File: src/rtl/urc_pkg.sv
package urc_pkg;

  // Field widths
  localparam int unsigned INTERVAL_W   = 20;
  localparam int unsigned TRIG_W       = 8;
  localparam int unsigned TIMEOUT_W    = 20;
  localparam int unsigned DIST_W       = 19;
  localparam int unsigned DUR_W        = 16;
  localparam int unsigned CFG_IDX_W    = 3;
  localparam int unsigned CFG_DATA_W   = 20;
  localparam int unsigned PROD_W       = 32;

  // Default timestamp width
  localparam int unsigned TIME_WIDTH_DEF = 32;

  // Register reset values
  localparam logic [INTERVAL_W-1:0] INTERVAL_RST    = 20'd60000;
  localparam logic [TRIG_W-1:0]     TRIG_HIGH_RST   = 8'd2;
  localparam logic [TRIG_W-1:0]     TRIG_END_RST    = 8'd12;
  localparam logic [TIMEOUT_W-1:0]  TIMEOUT_RST     = 20'd50000;
  localparam logic [DIST_W-1:0]     TIMEOUT_DIST_RST = 19'd102400;
  localparam logic [DIST_W-1:0]     OBSTACLE_RST    = 19'd5120;
  localparam logic [DIST_W-1:0]     DIST_RST        = 19'd76800;

  // Distance scaling: q8 = (dur * 43904 + 5000) / 10000
  localparam logic [PROD_W-1:0]     DIST_MULT       = 32'd43904;
  localparam logic [PROD_W-1:0]     DIST_BIAS       = 32'd5000;
  // ceil(2^45 / 10000), exact for every numerator below 2^32
  localparam logic [PROD_W-1:0]     DIV_RECIP       = 32'd3518437209;
  localparam int unsigned           DIV_SHIFT       = 45;
  localparam logic [DUR_W-1:0]      DUR_MAX         = 16'hFFFF;
  localparam logic [DIST_W-1:0]     DIST_MAX        = 19'd287725;

  // Register indexes
  localparam logic [CFG_IDX_W-1:0] CFG_INTERVAL   = 3'd0;
  localparam logic [CFG_IDX_W-1:0] CFG_TRIG_HIGH  = 3'd1;
  localparam logic [CFG_IDX_W-1:0] CFG_TRIG_END   = 3'd2;
  localparam logic [CFG_IDX_W-1:0] CFG_TIMEOUT    = 3'd3;
  localparam logic [CFG_IDX_W-1:0] CFG_TIMEOUT_DIST = 3'd4;
  localparam logic [CFG_IDX_W-1:0] CFG_OBSTACLE   = 3'd5;

  typedef enum logic [1:0] {
    PH_IDLE = 2'd0,
    PH_TRIG = 2'd1,
    PH_WAIT = 2'd2
  } phase_t;

  typedef struct packed {
    logic [INTERVAL_W-1:0] interval_us;
    logic [TRIG_W-1:0]     trig_high_start_us;
    logic [TRIG_W-1:0]     trig_end_us;
    logic [TIMEOUT_W-1:0]  timeout_us;
    logic [DIST_W-1:0]     timeout_distance;
    logic [DIST_W-1:0]     obstacle_limit;
  } cfg_t;

  // Per-tick result flags carried down the pipeline
  typedef struct packed {
    logic trig;
    logic done;
    logic tmo;
    logic upd;
  } flags_t;

endpackage

File: src/rtl/urc_if.sv


interface urc_cfg_if;
  logic        valid;
  logic        ready;
  logic [2:0]  index;
  logic [19:0] data;

  modport source (output valid, output index, output data, input ready);
  modport sink   (input valid, input index, input data, output ready);
endinterface

File: src/rtl/urc_cfg_regs.sv
module urc_cfg_regs
  import urc_pkg::*;
(
  input  logic       clk,
  input  logic       rst,
  urc_cfg_if.sink    cfg,
  output cfg_t       regs
);

  logic wr;

  // Always take a write transaction
  assign cfg.ready = 1'b1;
  assign wr        = cfg.valid;

  // Decode index and store masked data
  always_ff @(posedge clk) begin
    if (rst) begin
      regs.interval_us        <= INTERVAL_RST;
      regs.trig_high_start_us <= TRIG_HIGH_RST;
      regs.trig_end_us        <= TRIG_END_RST;
      regs.timeout_us         <= TIMEOUT_RST;
      regs.timeout_distance   <= TIMEOUT_DIST_RST;
      regs.obstacle_limit     <= OBSTACLE_RST;
    end else if (wr) begin
      case (cfg.index)
        CFG_INTERVAL:     regs.interval_us        <= cfg.data[INTERVAL_W-1:0];
        CFG_TRIG_HIGH:    regs.trig_high_start_us <= cfg.data[TRIG_W-1:0];
        CFG_TRIG_END:     regs.trig_end_us        <= cfg.data[TRIG_W-1:0];
        CFG_TIMEOUT:      regs.timeout_us         <= cfg.data[TIMEOUT_W-1:0];
        CFG_TIMEOUT_DIST: regs.timeout_distance   <= cfg.data[DIST_W-1:0];
        CFG_OBSTACLE:     regs.obstacle_limit     <= cfg.data[DIST_W-1:0];
        default: ;
      endcase
    end
  end

endmodule

File: src/flat_wrapper.sv
// flat-port wrapper written by rule: the top's interface ports become plain ports
module urc_cfg_regs_flat import urc_pkg::*;
  (clk, rst, regs, cfg_valid, cfg_index, cfg_data, cfg_ready);
  urc_cfg_if cfg_i ();
  input  logic clk;
  input  logic rst;
  output cfg_t regs;
  input wire logic [$bits(cfg_i.valid)-1:0] cfg_valid;
  input wire logic [$bits(cfg_i.index)-1:0] cfg_index;
  input wire logic [$bits(cfg_i.data)-1:0] cfg_data;
  output wire logic [$bits(cfg_i.ready)-1:0] cfg_ready;
  assign cfg_i.valid = cfg_valid;
  assign cfg_i.index = cfg_index;
  assign cfg_i.data = cfg_data;
  assign cfg_ready = cfg_i.ready;
  urc_cfg_regs u_core (.clk(clk), .rst(rst), .cfg(cfg_i), .regs(regs));
endmodule
File: config.mk
export PLATFORM = sky130hd
export DESIGN_NAME = urc_cfg_regs_flat
export DESIGN_NICKNAME = d
export VERILOG_FILES = /design/src/rtl/urc_pkg.sv /design/src/rtl/urc_if.sv /design/src/rtl/urc_cfg_regs.sv /design/src/flat_wrapper.sv
export SDC_FILE = /design/constraint.sdc
export NUM_CORES = 1
export LEC_CHECK = 0
export ABC_AREA = 0
export CAP_MARGIN = 20
export CORE_AREA = 2 2 90 92
export CTS_CLUSTER_DIAMETER = 80
export DETAILED_ROUTE_END_ITERATION = 6
export DIE_AREA = 0 0 92 94
export DONT_BUFFER_PORTS = 1
export PLACE_DENSITY = 0.69
export SLEW_MARGIN = 20
export SYNTH_ARGS = -nofsm -noshare
export SYNTH_HDL_FRONTEND = slang
export SYNTH_SLANG_ARGS = --single-unit
File: constraint.sdc
create_clock -name clk -period 2.1 [get_ports clk]
set_input_delay 0 -clock clk [delete_from_list [all_inputs] [get_ports clk]]
set_output_delay 0 -clock clk [all_outputs]
set_load 0.01 [all_outputs]
## After elaboration in Yosys (flattened, before gate mapping)

Cells that the tools add are included.

| word-level totals | value |
|---|---|
| bits in writable memories | 0 |
| bits in latches | 0 |
| word-level logic and storage cells | 18 |
| register bits after elaboration | 94 |
| memories kept | 0 |
| input bits | 26 |
| memory bits (read-only) | 0 |

| operators by class | value |
|---|---|
| divide/modulo/power cells | 0 |
| equal/unequal tests | 5 |
| add/subtract/negate cells | 0 |
| magnitude comparators | 0 |
| multipliers | 0 |
| mux-type cells | 0 |
| shift operators | 0 |
| reduce and logical (&&, ||, !) cells | 7 |
| bitwise logic cells | 0 |

Operators by type and width:

| operator | count |
|---|---|
| AND reduction 2 bit | 6 |
| equality test 3 x 2 -> 1 bit, second input constant | 2 |
| equality test 3 bit, second input constant | 2 |
| equality test 3 x 1 -> 1 bit, second input constant | 1 |
| zero test 3 bit | 1 |

## Longest topological paths before layout

| depth | value |
|---|---|
| depth after elaboration | 2 |
| depth in mapped cells | 5 |
| gate-level depth less buffers | 2 |

## Worst setup path before layout

Ideal clock, no wire load.

| timing | value |
|---|---|
| kind | in2reg |
| start | input cfg_index[1] |
| end | register u_core.regs[81] (netlist name) |
| path buffers | 2 |
| setup time | 0.124 ns |
| arrival | 0.915 ns |
| stages on the path | 4 |
| setup slack | 1.061 ns |
| data required time | 1.976 ns |
| cell sequence | buf_2 > or4b_4 > buf_6 > mux2i_1 |

| between the ends | value |
|---|---|
| word-level cells in the longest chain between the ends | 2 |

RTL lines:

| element | RTL line | text |
|---|---|---|
| start: declaration | flat_wrapper.sv:9 | `input wire logic [$bits(cfg_i.index)-1:0] cfg_index;` |
| zero test 3 bit | urc_cfg_regs.sv:26 | `case (cfg.index)` |
| AND reduction 2 bit (no source line) | n/a |  |

No other way between the ends.
A chain may end at the register's enable or synchronous reset.

==> impl_metrics.csv <==
group,metric,value,unit
min_path,worstHoldPathCells,2,
clock_network,clk_latency,0.34,ns
clock_network,clk_pin_slew,0.09,ns
pwr,vdd_ir_drop_max,393,uV
sta,fmax,0.626,GHz
pwr,p_per_area,784,nW/um^2
cells_and_area,regMostFlops,"u_core.regs",
worst_setup_path,startpoint_type,"input pin",
yosys,ys_async_sr_fraction,0,
sta,fin_crit_sh,0.761,
sta,setup_viol,0,
clock_network,h-tree-depth,3,
cells_and_area,area_growth,13.5,%
worst_setup_path,r2r_cells,3,
sta,clock_skew,0,ns
placement,dp_hpwl,5.45,mm
sta,setup_tns,0,ns
placement,dp.cells,434,
worst_setup_path,ff2ff_setup_slack,0.88,ns
yosys,syn_nets,385,
min_path,min_to,"u_core.regs[0]",
clock_network,clock_path_buffers,2,
global_route,overflow,0,
drt,antenna_left,0,
floorplanning,core,7610,um^2
yosys,synth_area_per_cell,10.6,um^2
sta,worst_pin_slew,0.826,ns
drt,vias,2457,
worst_setup_path,path_max_fanout,2,
floorplanning,die-area,8650,um^2
cells_and_area,instances_no_fill,477,
status,status,"complete, no violations",
sta,fin_crit,1.60,ns
global_route,grt_pass1_wl,13.1,mm
pwr,p_leak,0.00189,uW
cells_and_area,multi_input_area,1790,um^2
yosys,ys_types,18,
cells_and_area,drive_gt1_frac,0.0613,
cells_and_area,regArea,1880,um^2
yosys,synth_area_leaders,"dfxtp_1 49%, mux2i_1 25%, nand2b_1 15%",
sta,holdWs,0.0212,ns
yosys,netlist_top_cells_count,"94 x dfxtp_1, 94 x mux2i_1, 93 x nand2b_1",
worst_setup_path,critPathKind,"in -> reg",
min_path,holdCritStartpoint,"cfg_data[0]",
min_path,hold_path_class,"in -> reg",
yosys,synth_edf_count,0,
drt,first_iter_violations,51,
drt,drc,0,
clock_network,post_cts_buffers,0,
floorplanning,die_w,92,um
cells_and_area,n_antenna_cell,0,
placement,place_area,3820,um^2
worst_setup_path,end_kind,"register",
clock_network,clk_root_buffer_cell,"clkbuf_8",
drt,via_per_inst,5.15,
global_route,antenna_found_initial,0,
floorplanning,die_y,94,um
yosys,ys_seq_area_frac,0.493,
yosys,syn_inst,359,
floorplanning,start_util,0.502,
clock_network,cts_buffers,9,
sta,grt_setup_unrepaired,"no",
drt,drt_wl_total,8.28,mm
cells_and_area,reg_top3,"u_core.regs (94)",
floorplanning,num_io_pins,121,
placement,io_buffers,0,
drt,dr.pass1.iters,4,
clock_network,cts_num_sinks,94,
cells_and_area,fillCellCount,666,
cells_and_area,finalNetCount,396,
yosys,synth.largest_area_cell,"dfxtp_1",
yosys,ys_seq_elements,94,
flow_run,drv_cap,0,
placement,globalplace.congestion,0.705,
drt,drt-wirelength-per-cell,17.3,um
worst_setup_path,critPathRequiredTime,2.33,ns
global_route,grt_max_degree,125,
worst_setup_path,r2r-start,"u_core.regs[61]",
sta,max-slew-margin-rel,0.449,
yosys,synth_top_area_share,0.493,
cells_and_area,design_area,4330,um^2
global_route,grt_pass1_vias,2505,
sta,slew_viol_final,0,
yosys,syn_area,3820,um^2
global_route,grt_usage,0.193,
cells_and_area,largest_reg_flops,94,
yosys,synthFlopType,"dfxtp_1",
floorplanning,rows,32,
sta,hold_viol,0,
worst_setup_path,cp.arrival,1.83,ns
clock_network,tritoncts,"done",
worst_setup_path,rr_endpoint,"u_core.regs[61]",
yosys,ys_warn_count,0,
[critical path, cell delays in order]
cell           delay [ns]
dlygate4sd3_1        0.57
nand2b_1             0.08
dlygate4sd3_1        0.54
mux2i_1              0.06
dlygate4sd3_1        0.58
[layer usage]
layer  global-route usage  share of wire
met1                0.235           0.43
met2                0.318           0.46
met4               0.0622          0.015
met5                    0              0
met3               0.0698          0.088
[power by group]
group | total (uW) | internal (uW) | switching, uW
logic | 224 | 117 | 107
registers | 1870 | 1820 | 47.7
clock network | 1310 | 706 | 599
[worst max-delay path by stage]
| stage | startpoint | endpoint |
|---|---|---|
| after floorplan | cfg_index[1] | u_core.regs[81] |
| after global placement | cfg_index[2] | u_core.regs[43] |
| after detailed placement | cfg_index[2] | u_core.regs[39] |
| after CTS | cfg_data[15] | u_core.regs[15] |
| after global routing | cfg_data[15] | u_core.regs[15] |
| final | cfg_data[15] | u_core.regs[15] |
[stage by stage]
step | total power (uW) | setup WS, ns | util
3_5_place_dp | 2060 | 0.943 | 0.502
5_1_grt | 3530 | 0.465 | 0.570
3_3_place_gp | 2060 | 0.951 | 0.502
4_1_cts | 3440 | 0.499 | 0.570
6_report | 3400 | 0.501 | 0.570
2_1_floorplan | 2060 | 1.06 | -
[kinds of logic after synthesis]
group / share of synthesized area
multiplexers: 0.246
other: 0.000982
flip-flops: 0.493
buffers and inverters: 0.0403
AND/OR/NAND/NOR: 0.220
[area by class of cell]
class | instances | area share
tap | 102 | 0.0294
sequential | 94 | 0.434
clock inverter | 5 | 0.0191
multi-input combinational | 235 | 0.413
timing repair buffer | 30 | 0.0716
clock buffer | 11 | 0.0326
[repair_timing]
| item | 4_1_cts | 5_1_grt |
|---|---|---|
| gates resized for setup | 0 | 0 |
| hold endpoints to repair | 94 | 0 |
| hold buffers | 27 | 0 |
[cell usage in the layout (no fill, tap or decap)]
cell           instances
mux2i_1               94
dfxtp_1               94
nand2b_1              93
nor2_1                36
dlygate4sd3_1         26
clkbuf_8              10
buf_4                  3
nand4bb_1              2
and4b_1                2
bufinv_16              2
clkinv_4               2
nor4b_2                1
nor4bb_1               1
or4bb_1                1
nand4b_1               1
and4bb_2               1
nand4b_2               1
or4b_4                 1
conb_1                 1
clkbuf_1               1
clkinv_2               1
buf_16                 1
(Power assumes the default switching activity.)
