$ cat src/rtl/urc_pkg.sv
package urc_pkg;

  // Field widths
  localparam int unsigned INTERVAL_W   = 20;
  localparam int unsigned TRIG_W       = 8;
  localparam int unsigned TIMEOUT_W    = 20;
  localparam int unsigned DIST_W       = 19;
  localparam int unsigned DUR_W        = 16;
  localparam int unsigned CFG_IDX_W    = 3;
  localparam int unsigned CFG_DATA_W   = 20;
  localparam int unsigned PROD_W       = 32;

  // Default timestamp width
  localparam int unsigned TIME_WIDTH_DEF = 32;

  // Register reset values
  localparam logic [INTERVAL_W-1:0] INTERVAL_RST    = 20'd60000;
  localparam logic [TRIG_W-1:0]     TRIG_HIGH_RST   = 8'd2;
  localparam logic [TRIG_W-1:0]     TRIG_END_RST    = 8'd12;
  localparam logic [TIMEOUT_W-1:0]  TIMEOUT_RST     = 20'd50000;
  localparam logic [DIST_W-1:0]     TIMEOUT_DIST_RST = 19'd102400;
  localparam logic [DIST_W-1:0]     OBSTACLE_RST    = 19'd5120;
  localparam logic [DIST_W-1:0]     DIST_RST        = 19'd76800;

  // Distance scaling: q8 = (dur * 43904 + 5000) / 10000
  localparam logic [PROD_W-1:0]     DIST_MULT       = 32'd43904;
  localparam logic [PROD_W-1:0]     DIST_BIAS       = 32'd5000;
  // ceil(2^45 / 10000), exact for every numerator below 2^32
  localparam logic [PROD_W-1:0]     DIV_RECIP       = 32'd3518437209;
  localparam int unsigned           DIV_SHIFT       = 45;
  localparam logic [DUR_W-1:0]      DUR_MAX         = 16'hFFFF;
  localparam logic [DIST_W-1:0]     DIST_MAX        = 19'd287725;

  // Register indexes
  localparam logic [CFG_IDX_W-1:0] CFG_INTERVAL   = 3'd0;
  localparam logic [CFG_IDX_W-1:0] CFG_TRIG_HIGH  = 3'd1;
  localparam logic [CFG_IDX_W-1:0] CFG_TRIG_END   = 3'd2;
  localparam logic [CFG_IDX_W-1:0] CFG_TIMEOUT    = 3'd3;
  localparam logic [CFG_IDX_W-1:0] CFG_TIMEOUT_DIST = 3'd4;
  localparam logic [CFG_IDX_W-1:0] CFG_OBSTACLE   = 3'd5;

  typedef enum logic [1:0] {
    PH_IDLE = 2'd0,
    PH_TRIG = 2'd1,
    PH_WAIT = 2'd2
  } phase_t;

  typedef struct packed {
    logic [INTERVAL_W-1:0] interval_us;
    logic [TRIG_W-1:0]     trig_high_start_us;
    logic [TRIG_W-1:0]     trig_end_us;
    logic [TIMEOUT_W-1:0]  timeout_us;
    logic [DIST_W-1:0]     timeout_distance;
    logic [DIST_W-1:0]     obstacle_limit;
  } cfg_t;

  // Per-tick result flags carried down the pipeline
  typedef struct packed {
    logic trig;
    logic done;
    logic tmo;
    logic upd;
  } flags_t;

endpackage

$ cat src/rtl/urc_if.sv
interface urc_in_if;
  logic valid;
  logic ready;
  logic echo_level;

  modport source (output valid, output echo_level, input ready);
  modport sink   (input valid, input echo_level, output ready);
endinterface


$ cat src/rtl/urc_sequencer.sv
module urc_sequencer
  import urc_pkg::*;
#(
  parameter int unsigned TIME_WIDTH = TIME_WIDTH_DEF
) (
  input  logic             clk,
  input  logic             rst,
  urc_in_if.sink           tick,
  input  cfg_t             regs,
  input  logic             down_ready,
  output logic             s1_valid,
  output flags_t           s1_flags,
  output logic [DUR_W-1:0] s1_dur
);

  localparam int unsigned PAD_I = TIME_WIDTH - INTERVAL_W;
  localparam int unsigned PAD_T = TIME_WIDTH - TRIG_W;
  localparam int unsigned PAD_O = TIME_WIDTH - TIMEOUT_W;
  localparam int unsigned PAD_D = TIME_WIDTH - DUR_W;

  logic s0_valid;
  logic s0_echo;
  logic s1_ready;
  logic step;

  // Sequencer state
  phase_t                phase, phase_next;
  logic [TIME_WIDTH-1:0] tick_count;
  logic [TIME_WIDTH-1:0] start_time, start_time_next;
  logic [TIME_WIDTH-1:0] rise_time, rise_time_next;
  logic [TIME_WIDTH-1:0] fall_time, fall_time_next;
  logic [TIME_WIDTH-1:0] last_done, last_done_next;
  logic                  prev_echo;
  logic                  pending, pending_next;
  logic                  trig, trig_next;

  logic [TIME_WIDTH-1:0] elapsed;
  logic [TIME_WIDTH-1:0] since_done;
  logic [TIME_WIDTH-1:0] dur_raw;
  logic [DUR_W-1:0]      dur_sat;
  flags_t                flags;

  assign s1_ready   = !s1_valid || down_ready;
  assign tick.ready = !s0_valid || s1_ready;
  assign step       = s0_valid && s1_ready;

  // Input register
  always_ff @(posedge clk) begin
    if (rst) begin
      s0_valid <= 1'b0;
    end else if (tick.ready) begin
      s0_valid <= tick.valid;
    end
    if (tick.valid && tick.ready) begin
      s0_echo <= tick.echo_level;
    end
  end

  assign elapsed    = tick_count - start_time;
  assign since_done = tick_count - last_done;

  // Next state and per-tick flags
  always_comb begin
    phase_next      = phase;
    start_time_next = start_time;
    rise_time_next  = rise_time;
    fall_time_next  = fall_time;
    last_done_next  = last_done;
    pending_next    = pending;
    trig_next       = trig;
    flags           = '0;

    // Track echo edges in every phase
    if (s0_echo && !prev_echo) begin
      rise_time_next = tick_count;
    end
    if (!s0_echo && prev_echo) begin
      fall_time_next = tick_count;
      pending_next   = 1'b1;
    end

    case (phase)
      PH_TRIG: begin
        if (elapsed >= {{PAD_T{1'b0}}, regs.trig_high_start_us}) begin
          trig_next = 1'b1;
        end
        if (elapsed >= {{PAD_T{1'b0}}, regs.trig_end_us}) begin
          trig_next       = 1'b0;
          start_time_next = tick_count;
          phase_next      = PH_WAIT;
        end
      end
      PH_WAIT: begin
        // Timeout takes priority over an echo on the same tick
        if (elapsed > {{PAD_O{1'b0}}, regs.timeout_us}) begin
          flags.tmo  = 1'b1;
          flags.done = 1'b1;
        end else if (pending_next) begin
          flags.upd    = 1'b1;
          flags.done   = 1'b1;
          pending_next = 1'b0;
        end
        if (flags.done) begin
          last_done_next = tick_count;
          phase_next     = PH_IDLE;
        end
      end
      default: begin
        phase_next = PH_IDLE;
        if (since_done >= {{PAD_I{1'b0}}, regs.interval_us}) begin
          trig_next       = 1'b0;
          start_time_next = tick_count;
          phase_next      = PH_TRIG;
        end
      end
    endcase

    flags.trig = trig_next;
  end

  // Saturate the echo duration
  assign dur_raw = fall_time_next - rise_time_next;
  assign dur_sat = (dur_raw > {{PAD_D{1'b0}}, DUR_MAX}) ? DUR_MAX : dur_raw[DUR_W-1:0];

  // Phase register
  always_ff @(posedge clk) begin
    if (rst) begin
      phase <= PH_IDLE;
    end else if (step) begin
      phase <= phase_next;
    end
  end

  // Timestamps and flags of the sequencer
  always_ff @(posedge clk) begin
    if (rst) begin
      tick_count <= '0;
      start_time <= '0;
      rise_time  <= '0;
      fall_time  <= '0;
      last_done  <= '0;
      prev_echo  <= 1'b0;
      pending    <= 1'b0;
      trig       <= 1'b0;
    end else if (step) begin
      tick_count <= tick_count + 1'b1;
      start_time <= start_time_next;
      rise_time  <= rise_time_next;
      fall_time  <= fall_time_next;
      last_done  <= last_done_next;
      prev_echo  <= s0_echo;
      pending    <= pending_next;
      trig       <= trig_next;
    end
  end

  // Result stage register
  always_ff @(posedge clk) begin
    if (rst) begin
      s1_valid <= 1'b0;
    end else if (s1_ready) begin
      s1_valid <= s0_valid;
    end
    if (step) begin
      s1_flags <= flags;
      s1_dur   <= dur_sat;
    end
  end

endmodule

$ cat src/flat_wrapper.sv
// flat-port wrapper written by rule: the top's interface ports become plain ports
module urc_sequencer_flat import urc_pkg::*;
#(
  parameter int unsigned TIME_WIDTH = TIME_WIDTH_DEF
)
  (clk, rst, regs, down_ready, s1_valid, s1_flags, s1_dur, tick_valid, tick_echo_level, tick_ready);
  urc_in_if tick_i ();
  input  logic clk;
  input  logic rst;
  input  cfg_t regs;
  input  logic down_ready;
  output logic s1_valid;
  output flags_t s1_flags;
  output logic [DUR_W-1:0] s1_dur;
  input wire logic [$bits(tick_i.valid)-1:0] tick_valid;
  input wire logic [$bits(tick_i.echo_level)-1:0] tick_echo_level;
  output wire logic [$bits(tick_i.ready)-1:0] tick_ready;
  assign tick_i.valid = tick_valid;
  assign tick_i.echo_level = tick_echo_level;
  assign tick_ready = tick_i.ready;
  urc_sequencer #(.TIME_WIDTH(TIME_WIDTH)) u_core (.clk(clk), .rst(rst), .tick(tick_i), .regs(regs), .down_ready(down_ready), .s1_valid(s1_valid), .s1_flags(s1_flags), .s1_dur(s1_dur));
endmodule
$ cat config.mk
export PLATFORM = sky130hd
export DESIGN_NAME = urc_sequencer_flat
export DESIGN_NICKNAME = d
export VERILOG_FILES = /design/src/rtl/urc_pkg.sv /design/src/rtl/urc_if.sv /design/src/rtl/urc_sequencer.sv /design/src/flat_wrapper.sv
export SDC_FILE = /design/constraint.sdc
export NUM_CORES = 1
export LEC_CHECK = 0
export BUFFER_PORTS_ARGS = -buffer_cell sky130_fd_sc_hd__buf_2
export CORE_MARGIN = 5
export CORE_UTILIZATION = 40
export DETAILED_ROUTE_END_ITERATION = 16
export PLACE_DENSITY = 0.58
export SYNTH_ARGS = -nofsm -noshare
export SYNTH_HDL_FRONTEND = slang
export SYNTH_SLANG_ARGS = --single-unit
$ cat constraint.sdc
create_clock -name clk -period 9.7 [get_ports clk]
set_input_delay 1.94 -clock clk [delete_from_list [all_inputs] [get_ports clk]]
set_output_delay 1.94 -clock clk [all_outputs]
set_load 0.005 [all_outputs]
# After elaboration in Yosys (flattened, before gate mapping)
# Cells that the tools add are included.
# Widths: inputs -> output; s select.
dict set report op_classes {
  n_reduce_logical 15
  bitwise 1
  n_eq_ne 4
  add_sub_neg 4
  n_mux 20
  order_cmp 5
}
# operator n
set op_table {}
lappend op_table {{$mux 32} 4}
lappend op_table {{$sub 32x32->32} 3}
lappend op_table {{$ge 32x8->1} 2}
lappend op_table {{$pmux 32 s2} 1}
lappend op_table {{$add 32x1->32 const B} 1}
lappend op_table {{$ge 32x20->1} 1}
lappend op_table {{$gt 32x16->1 const B} 1}
lappend op_table {{$gt 32x20->1} 1}
lappend op_table {{$mux 1} 11}
lappend op_table {{$reduce_and 3->1} 2}
lappend op_table {{$logic_and 1x1->1} 4}
lappend op_table {{$logic_not 1->1} 4}
lappend op_table {{$mux 2} 2}
lappend op_table {{$ne 2x1->1 const B} 2}
lappend op_table {{$pmux 2 s2} 1}
lappend op_table {{$reduce_and 4->1} 1}
lappend op_table {{$eq 2x1->1 const B} 1}
lappend op_table {{$eq 2x2->1 const B} 1}
lappend op_table {{$logic_or 1x1->1} 2}
lappend op_table {{$pmux 1 s2} 1}
lappend op_table {{$reduce_bool 2->1} 1}
lappend op_table {{$reduce_or 2->1} 1}
lappend op_table {{$not 1->1} 1}
dict set report word_totals {
  ff_bits 188
  output_inout_bits 22
  word_cells 66
}

# Longest topological paths before layout
# Gate-level depths: netlist of run 1.
dict set report logic_depth {
  depth_word 8
  ltp_mapped 25
}

# Worst setup path before layout of run 1
# No wires, ideal clock.
dict set report synth_timing {
  path_type {input -> register}
  from {input regs[58] (netlist name)}
  to {register, netlist name u_core.s1_flags[3]}
  required_time_ns 9.569
  slack_ns 4.594
  stages 11
  path_buffers 0
  setup_ns 0.131
  arrival_ns 4.974
  cell_sequence {ha_1 > nand2b_1 > a21o_1 > a21oi_1 > o21ai_0 > o31a_1 > or4_1 > or4b_1 > or4b_1 > or4_1 > nand2_1}
}
dict set report synth_via {
  elab_chain_len 3
}
# item line
set synth_lines {}
lappend synth_lines {{from (decl)} flat_wrapper.sv:10} ;# input cfg_t regs;
lappend synth_lines {{$ge 32x8->1} urc_sequencer.sv:87} ;# if (elapsed >= {{PAD_T{1'b0}}, regs.trig_end_us}) begin
lappend synth_lines {{$mux 1} urc_sequencer.sv:87}
lappend synth_lines {{$pmux 1 s2} urc_sequencer.sv:82} ;# case (phase)
lappend synth_lines {{named net u_core.trig_next} urc_sequencer.sv:35} ;# logic trig, trig_next;
# The timed path passes the listed nets, and every way through them passes these cells.
# A chain may end at the register's enable or synchronous reset.

# Worst setup path after layout of run 1
dict set report layout_timing {
  from {register u_core.tick_count[8]}
  to {register u_core.start_time[12]}
}
dict set report layout_via {
  elab_chain_len 4
  word_cells_on_any_way 7
  classes_between {2 x add/sub; 2 x order compare; 1 x eq/ne; 2 x reduce/logical}
}
# item line
set layout_lines {}
lappend layout_lines {{from (decl)} urc_sequencer.sv:28} ;# logic [TIME_WIDTH-1:0] tick_count;
lappend layout_lines {{from (signal assigned)} urc_sequencer.sv:146} ;# tick_count <= tick_count + 1'b1;
lappend layout_lines {{$sub 32x32->32 (on tied branches)} {urc_sequencer.sv:59, urc_sequencer.sv:60}}
lappend layout_lines {{$ge 32x8->1 / $ge 32x20->1 (equally long branches)} {urc_sequencer.sv:87, urc_sequencer.sv:110}}
lappend layout_lines {{$ne 2x1->1 (no line) / $reduce_bool 2->1 (equally long branches)} n/a}
lappend layout_lines {{$reduce_and 4->1 (no line) (*)} n/a}
lappend layout_lines {{to (signal assigned)} urc_sequencer.sv:147} ;# start_time <= start_time_next;
lappend layout_lines {{to (decl)} urc_sequencer.sv:29} ;# logic [TIME_WIDTH-1:0] start_time, start_time_next;
# Mark *: on every way between the ends. The rest lies on a longest branch, timed or not.

==> impl_metrics.tcl, run 1 <==
set metrics [dict create \
    cts_root_buf "clkbuf_16" \
    synthCells 1923 \
    crit_path_start_kind "register" \
    clock_sinks 188 \
    die_x_um 204 \
    tns_ps 0 \
    dpl.cell_count 2446 \
    timing_hold_violations_final 0 \
    holdPathStages 2 \
    fin_skew_ps 10.5 \
    cts_tree "yes" \
    grt_pass1_wl_um 66700 \
    p_sw_share_pct 29.3 \
    rows 71 \
    hold_path.class "reg2reg" \
    cpLargestDelayFamily "simple AND/OR/NAND/NOR gates" \
    dpl.hpwl_um 30700 \
    cp.arrival_ps 6680 \
    crit_start "u_core.tick_count[8]" \
    crit_path_top_delay_cell "nor4_1" \
    clock_latency_ps 440 \
    cts_setup_buffers 0 \
    cp.required_ps 10000 \
    antenna_left 0 \
    cts_hold_buf 0 \
    cp_max_fo 32 \
    reg2reg_depth 24 \
    relSlewSlack_pct 18.6 \
    grt_pass1_vias 12576 \
    place_congestion 0.887 \
    drtIter0Drc 929 \
    fin_crit_ps 6370 \
    overflow 0 \
    die_area_um2 41500 \
    ys.flop_type "dfxtp_1" \
    grt_max_degree 106 \
    vias 13369 \
    end_kind "register" \
    synth_seq_area_share_pct 26.5 \
    via_per_inst 5.40 \
    cap_viol_max_count 0 \
    ir_drop_uv 113 \
    layout-drive-gt1-share_pct 7.53 \
    worstSetupPathType "reg2reg" \
    drt_wl_total_um 41300 \
    worst-path-buf-inv 2 \
    wire_per_inst_um 16.7 \
    totalPowerFinal_w 0.00191 \
    final_nets 2208 \
    reg2reg_slack_ps 3330 \
    initial_utilization_pct 40.2 \
    ys_warn_count 0 \
    cp_slowest_stage_delay_ps 730 \
    antenna_found_initial 0 \
    cts_resized 0 \
    cellLeakagePower_nw 7.54 \
    die_h_um 204 \
    switchingPower_w 0.000560 \
    cts_buffer_depth 2 \
    rsz0062_at_grt "false" \
    syn_area_um2 15000 \
    worst_pin_slew_ps 1190 \
    p_per_area_nw_per_um2 117 \
    finalNonFillerCells 2477 \
    reg2reg_from "u_core.tick_count[8]" \
    area_growth_pct 8.97 \
    cts.htree.levels 4 \
    p_clk_share_pct 37.5 \
    synth-edff-count 21 \
    fill_cells 3784 \
    p_seq_share_pct 42.8 \
    cts_buffers 17 \
    dr.pass1.iters 5 \
    drc_errors 0 \
    fin_util_pct 43.8 \
    core_um2 37400 \
    maxSlewViolCount 0 \
    syn_nets 2177 \
    worstPathCellList "ha_1 > nand2_1 > or3_1 > a31oi_1 > or2_2 > nand2b_1 > inv_1 > o21ai_0 > nand3_1 > nand2_1 > a21boi_0 > xnor2_1 > ha_1 > a21o_1 > a21o_1 > a211oi_1 > or4b_1 > a211oi_1 > nand4_1 > nor4_1 > nor2b_1 > nor3_2 > buf_4 > mux2i_1" \
    io_buffers 82 \
    n_antenna_cell 0 \
    yosys_register_bits 188 \
    setup_viol 0 \
    p_int_w 0.00135 \
    critical_path.endpoint "u_core.start_time[12]" \
    pin_count 121 \
    cp.depth 24 \
    avgSynthCellArea_um2 7.81 \
    grt_usage_pct 19.6 \
    fmax_mhz 157 \
    status "finished, final reports clean" \
    clkTransAtPathRegs_ps 70 \
    reg2reg_to "u_core.start_time[12]" \
    synth_cell_type_count 77 \
    async_flop_share_pct 0 \
    power_frac_comb_pct 19.8 \
    timing.final.crit_share_pct 65.7 \
]
-- per-layer routing --
metal  wire length (um)  GRT usage [%]
met3               1610           2.75
met2              18000           30.8
met1              21000           28.3
met4                674           4.72
met5                  0              0
-- worst min-delay path by stage --
stage                                      from               endpoint  slack (ps)
after floorplan                     u_core.trig            u_core.trig         450
after global placement              u_core.trig            u_core.trig         460
after detailed placement  u_core.start_time[27]  u_core.start_time[27]         460
after CTS                  u_core.start_time[9]   u_core.start_time[9]         480
after global routing       u_core.start_time[9]   u_core.start_time[9]         490
final                     u_core.start_time[29]  u_core.start_time[29]         480
-- through the flow --
step / cell area, um^2 / hold WS (ps) / setup slack (ps)
floorplan: 15000 / 446 / 4590
global placement: 15800 / 456 / 3320
detailed placement: 15800 / 465 / 3340
CTS: 16400 / 478 / 3280
global route: 16400 / 494 / 2880
finish: 16400 / 475 / 3330
-- power groups by stage --
| stage | clock network, W | registers, W | logic, W |
|---|---|---|---|
| floorplan | 0 | 0.000832 | 0.000291 |
| global placement | 0 | 0.000834 | 0.000372 |
| detailed placement | 0 | 0.000835 | 0.000375 |
| CTS | 0.000735 | 0.000816 | 0.000379 |
| global route | 0.000765 | 0.000819 | 0.000424 |
| finish | 0.000716 | 0.000816 | 0.000377 |
-- synthesized netlist by cell type (6+ instances only) --
cell type,number,share of area (%)
and2_1,10,0.42
a211o_1,6,0.35
nand2_1,187,4.7
buf_2,11,0.37
o21ai_0,69,2.3
a31oi_1,6,0.25
nand4_1,27,1.1
edfxtp_1,21,4.2
o2111ai_1,6,0.35
nand3_1,45,1.5
or3_1,31,1.3
or4_1,7,0.35
o211ai_1,15,0.75
and3_1,25,1.0
a21o_1,51,2.5
o21ai_1,8,0.27
a211oi_1,49,2.4
a21oi_1,128,4.3
ha_1,152,13
nor2_1,209,5.2
nand2b_1,77,3.2
xnor2_1,38,2.2
mux2i_1,99,6.6
nor4_1,7,0.29
clkbuf_1,50,1.2
o21a_1,27,1.3
buf_1,14,0.35
nor2b_1,12,0.50
o21bai_1,14,0.70
xor2_1,45,2.6
nor3_1,53,1.8
inv_1,153,3.8
dfxtp_1,167,22
-- flip-flops by register name, indices dropped and copies added (netlist names), 2 cells and up --
name               cells
u_core.fall_time      32
u_core.last_done      32
u_core.phase           2
u_core.rise_time      32
u_core.s1_dur         16
u_core.s1_flags        4
u_core.start_time     32
u_core.tick_count     32
-- final cells by class --
type / instances / area (um^2) / area share [%]
multi-input cells: 1495 / 10100 / 61.4
flip-flops and latches: 188 / 3970 / 24.3
well taps: 511 / 639 / 3.91
inverters: 154 / 581 / 3.55
repair buffers: 98 / 533 / 3.26
clock buffers: 20 / 468 / 2.86
clock inverters: 11 / 123 / 0.749
-- worst register-to-register path, stage by stage (launching register included) --
cell,delay [ps]
dfxtp_1,660
ha_1,310
nand2_1,120
or3_1,390
a31oi_1,280
or2_2,220
nand2b_1,150
inv_1,40
o21ai_0,260
nand3_1,150
nand2_1,120
a21boi_0,110
xnor2_1,140
ha_1,290
a21o_1,190
a21o_1,170
a211oi_1,230
or4b_1,450
a211oi_1,240
nand4_1,160
nor4_1,730
nor2b_1,250
nor3_2,50
buf_4,310
mux2i_1,230
-- layout by cell type (no fill, tap or decap), types with 6 or more instances in the layout --
cell / Yosys / routed
o211ai_1: 15 / 15
mux2i_1: 99 / 99
ha_1: 152 / 152
a211oi_1: 49 / 49
xor2_1: 45 / 45
and2_1: 10 / 10
a21o_1: 51 / 51
nor2_1: 209 / 209
or3_1: 31 / 31
buf_4: 4 / 17
a31oi_1: 6 / 6
and3_1: 25 / 25
nor2b_1: 12 / 11
buf_2: 11 / 81
nand3_1: 45 / 45
a21oi_1: 128 / 128
nor4_1: 7 / 7
nand2_1: 187 / 187
inv_1: 153 / 153
edfxtp_1: 21 / 21
or4_1: 7 / 7
nor3_1: 53 / 52
o21a_1: 27 / 27
clkbuf_16: 0 / 18
xnor2_1: 38 / 38
o21ai_0: 69 / 69
dfxtp_1: 167 / 167
nand4_1: 27 / 27
o2111ai_1: 6 / 6
o21ai_1: 8 / 8
nand2b_1: 77 / 76
a211o_1: 6 / 6
o21bai_1: 14 / 14
-- cells by family after synthesis --
family / Yosys count / share of synthesized area [%]
and+or+nand+nor: 720 / 23.0
AOI/OAI and AO/OA: 437 / 19.2
buffers and inverters: 240 / 6.70
DFF: 188 / 26.5
adders and majority gates: 155 / 13.1
muxes: 100 / 6.67
xor gates and xnor gates: 83 / 4.84
(Power assumes the default switching activity.)
==> inputs of run 2 (changes only) <==
--- a/config.mk
+++ b/config.mk
@@ -9,7 +9,7 @@
 export CORE_MARGIN = 5
 export CORE_UTILIZATION = 40
 export DETAILED_ROUTE_END_ITERATION = 16
-export PLACE_DENSITY = 0.58
+export PLACE_DENSITY = 0.6
 export SYNTH_ARGS = -nofsm -noshare
 export SYNTH_HDL_FRONTEND = slang
 export SYNTH_SLANG_ARGS = --single-unit
==> constraint.sdc (replaced) <==
create_clock -name clk -period 5.73 [get_ports clk]
set_input_delay 1.146 -clock clk [delete_from_list [all_inputs] [get_ports clk]]
set_output_delay 1.146 -clock clk [all_outputs]
set_load 0.005 [all_outputs]
==> impl_metrics.tcl, run 2 (same netlist as run 1, synthesis figures left out) <==
set metrics [dict create \
    crit_path_start_kind "register" \
    grt_usage_pct 19.8 \
    timing_hold_violations_final 0 \
    antenna_left 0 \
    initial_utilization_pct 40.2 \
    p_int_w 0.00221 \
    grt_pass1_vias 12594 \
    clock_latency_ps 440 \
    status "finished, final reports clean" \
    fmax_mhz 186 \
    drc_errors 0 \
    p_sw_share_pct 29.9 \
    hold_path.class "reg2reg" \
    place_congestion 0.902 \
    cts.htree.levels 4 \
    antenna_found_initial 0 \
    worstSetupPathType "reg2reg" \
    die_x_um 204 \
    setup_viol 0 \
    n_antenna_cell 0 \
    fin_skew_ps 12.3 \
    cellLeakagePower_nw 7.68 \
    area_growth_pct 10.7 \
    io_buffers 82 \
    cp.arrival_ps 5700 \
    cp.required_ps 6050 \
    power_frac_comb_pct 20.8 \
    p_seq_share_pct 43.9 \
    p_clk_share_pct 35.4 \
    clkTransAtPathRegs_ps 80 \
    clock_sinks 188 \
    grt_max_degree 94 \
    layout-drive-gt1-share_pct 9.28 \
    worst_pin_slew_ps 977 \
    cp_max_fo 22 \
    pin_count 121 \
    vias 13585 \
    via_per_inst 5.42 \
    overflow 0 \
    rsz0062_at_grt "false" \
    cap_viol_max_count 0 \
    rows 71 \
    fin_crit_ps 5380 \
    final_common_cell "nor2_1" \
    drtIter0Drc 910 \
    final_nets 2235 \
    dr.pass1.iters 5 \
    maxSlewViolCount 0 \
    wire_per_inst_um 16.7 \
    timing.final.crit_share_pct 93.9 \
    grt_pass1_wl_um 67300 \
    drt_wl_total_um 41800 \
    dpl.hpwl_um 31700 \
    die_area_um2 41500 \
    cts_root_buf "clkbuf_16" \
    tns_ps 0 \
    post_dp_cell_area_um2 16000 \
    relSlewSlack_pct 33.0 \
    dpl.cell_count 2472 \
    cts_tree "yes" \
    cts_buffers 17 \
    mostFrequentLayoutCells "nor2_1 (209), nand2_1 (186), dfxtp_1 (167)" \
    switchingPower_w 0.000941 \
    end_kind "register" \
    ir_drop_uv 197 \
    die_h_um 204 \
    finalNonFillerCells 2505 \
    core_um2 37400 \
    p_per_area_nw_per_um2 189 \
    cts_buffer_depth 2 \
    design_area_um2 16600 \
]
==> run 2: cell count changes in the layout (fill, tap and decap cells not counted), moves of 2 or more <==
| cell | previous run | this run |
|---|---|---|
| buf_4 | 17 | 41 |
| inv_6 | 2 | 6 |
| inv_8 | 4 | 0 |
| buf_12 | 0 | 3 |
| a211oi_1 | 49 | 47 |
| a211oi_2 | 1 | 3 |
| a21oi_1 | 128 | 126 |
| a21oi_2 | 3 | 5 |
| clkinv_1 | 0 | 2 |
| clkinvlp_4 | 1 | 3 |
| ha_1 | 152 | 150 |
==> run 2: power by group through the flow <==
stage               sequential (W)  combinational [W]  clock (W)
finish                     0.00138           0.000654    0.00111
global route               0.00138           0.000732    0.00119
CTS                        0.00138           0.000651    0.00114
detailed placement         0.00141           0.000645          0
global placement           0.00141           0.000638          0
floorplan                  0.00141           0.000492          0
==> run 2: final cells by class <==
class | instances | area (um^2)
clock inverter | 13 | 108
fill | 3729 | 20800
tap | 511 | 639
clock buffer | 19 | 433
inverter | 154 | 581
multi-input combinational | 1495 | 10100
sequential | 188 | 3970
timing repair buffer | 125 | 773
==> run 2: what timing repair did <==
action,4_1_cts,5_1_grt
pin swaps,0,3
gates resized for setup,1,17
endpoints found under the setup margin,23,34
buffers inserted,0,1
hold buffers,0,0
==> run 2: worst paths after layout <==
path / cells past startpoint / slack [ps] / startpoint / endpoint
worst max-delay path: 26 / 350 / u_core.last_done[7] / u_core.start_time[0]
worst min-delay path: 2 / 470 / u_core.start_time[3] / u_core.start_time[3]
worst max register to register: 26 / 350 / u_core.last_done[7] / u_core.start_time[0]
worst min register to register: 2 / 470 / u_core.start_time[3] / u_core.start_time[3]
==> run 2: per-stage QoR <==
| step | worst slack, ps | utilization, % | hold WS, ps | power (W) |
|---|---|---|---|---|
| after floorplan | 707 | - | 446 | 0.00190 |
| after global placement | -15.4 | 42.8 | 454 | 0.00205 |
| after detailed placement | 18.1 | 42.8 | 462 | 0.00206 |
| after CTS | 46.8 | 44.3 | 475 | 0.00318 |
| after global routing | 3.82 | 44.5 | 497 | 0.00331 |
| final | 351 | 44.5 | 473 | 0.00315 |
==> run 2: worst max-delay path, cell delays in order, from the launching register on <==
cell and delay [ps]:
dfxtp_1 330, inv_1 50, ha_2 360, nand2_1 100, or3_1 420, a31oi_4 180, or2_4 160, nand2b_1 130
inv_1 60, o21ai_2 130, nand3_1 160, nand2_2 120, a21boi_1 80, xnor2_1 130, ha_1 290, a21o_1 180
a21o_1 180, a211oi_2 220, or4b_1 480, a211oi_2 180, nand4_1 170, nor4_4 350, buf_4 190, nor2b_1 170
nor3_2 90, buf_12 210, mux2i_1 130
==> run 2: per-layer routing <==
layer	up-vias	global-route usage, %	part of all wire (%)
met2	344	31.3	44
met4	0	4.43	1.5
li1	6885	-	-
met3	28	2.56	5.0
met1	6328	29.0	49
met5	-	0	0
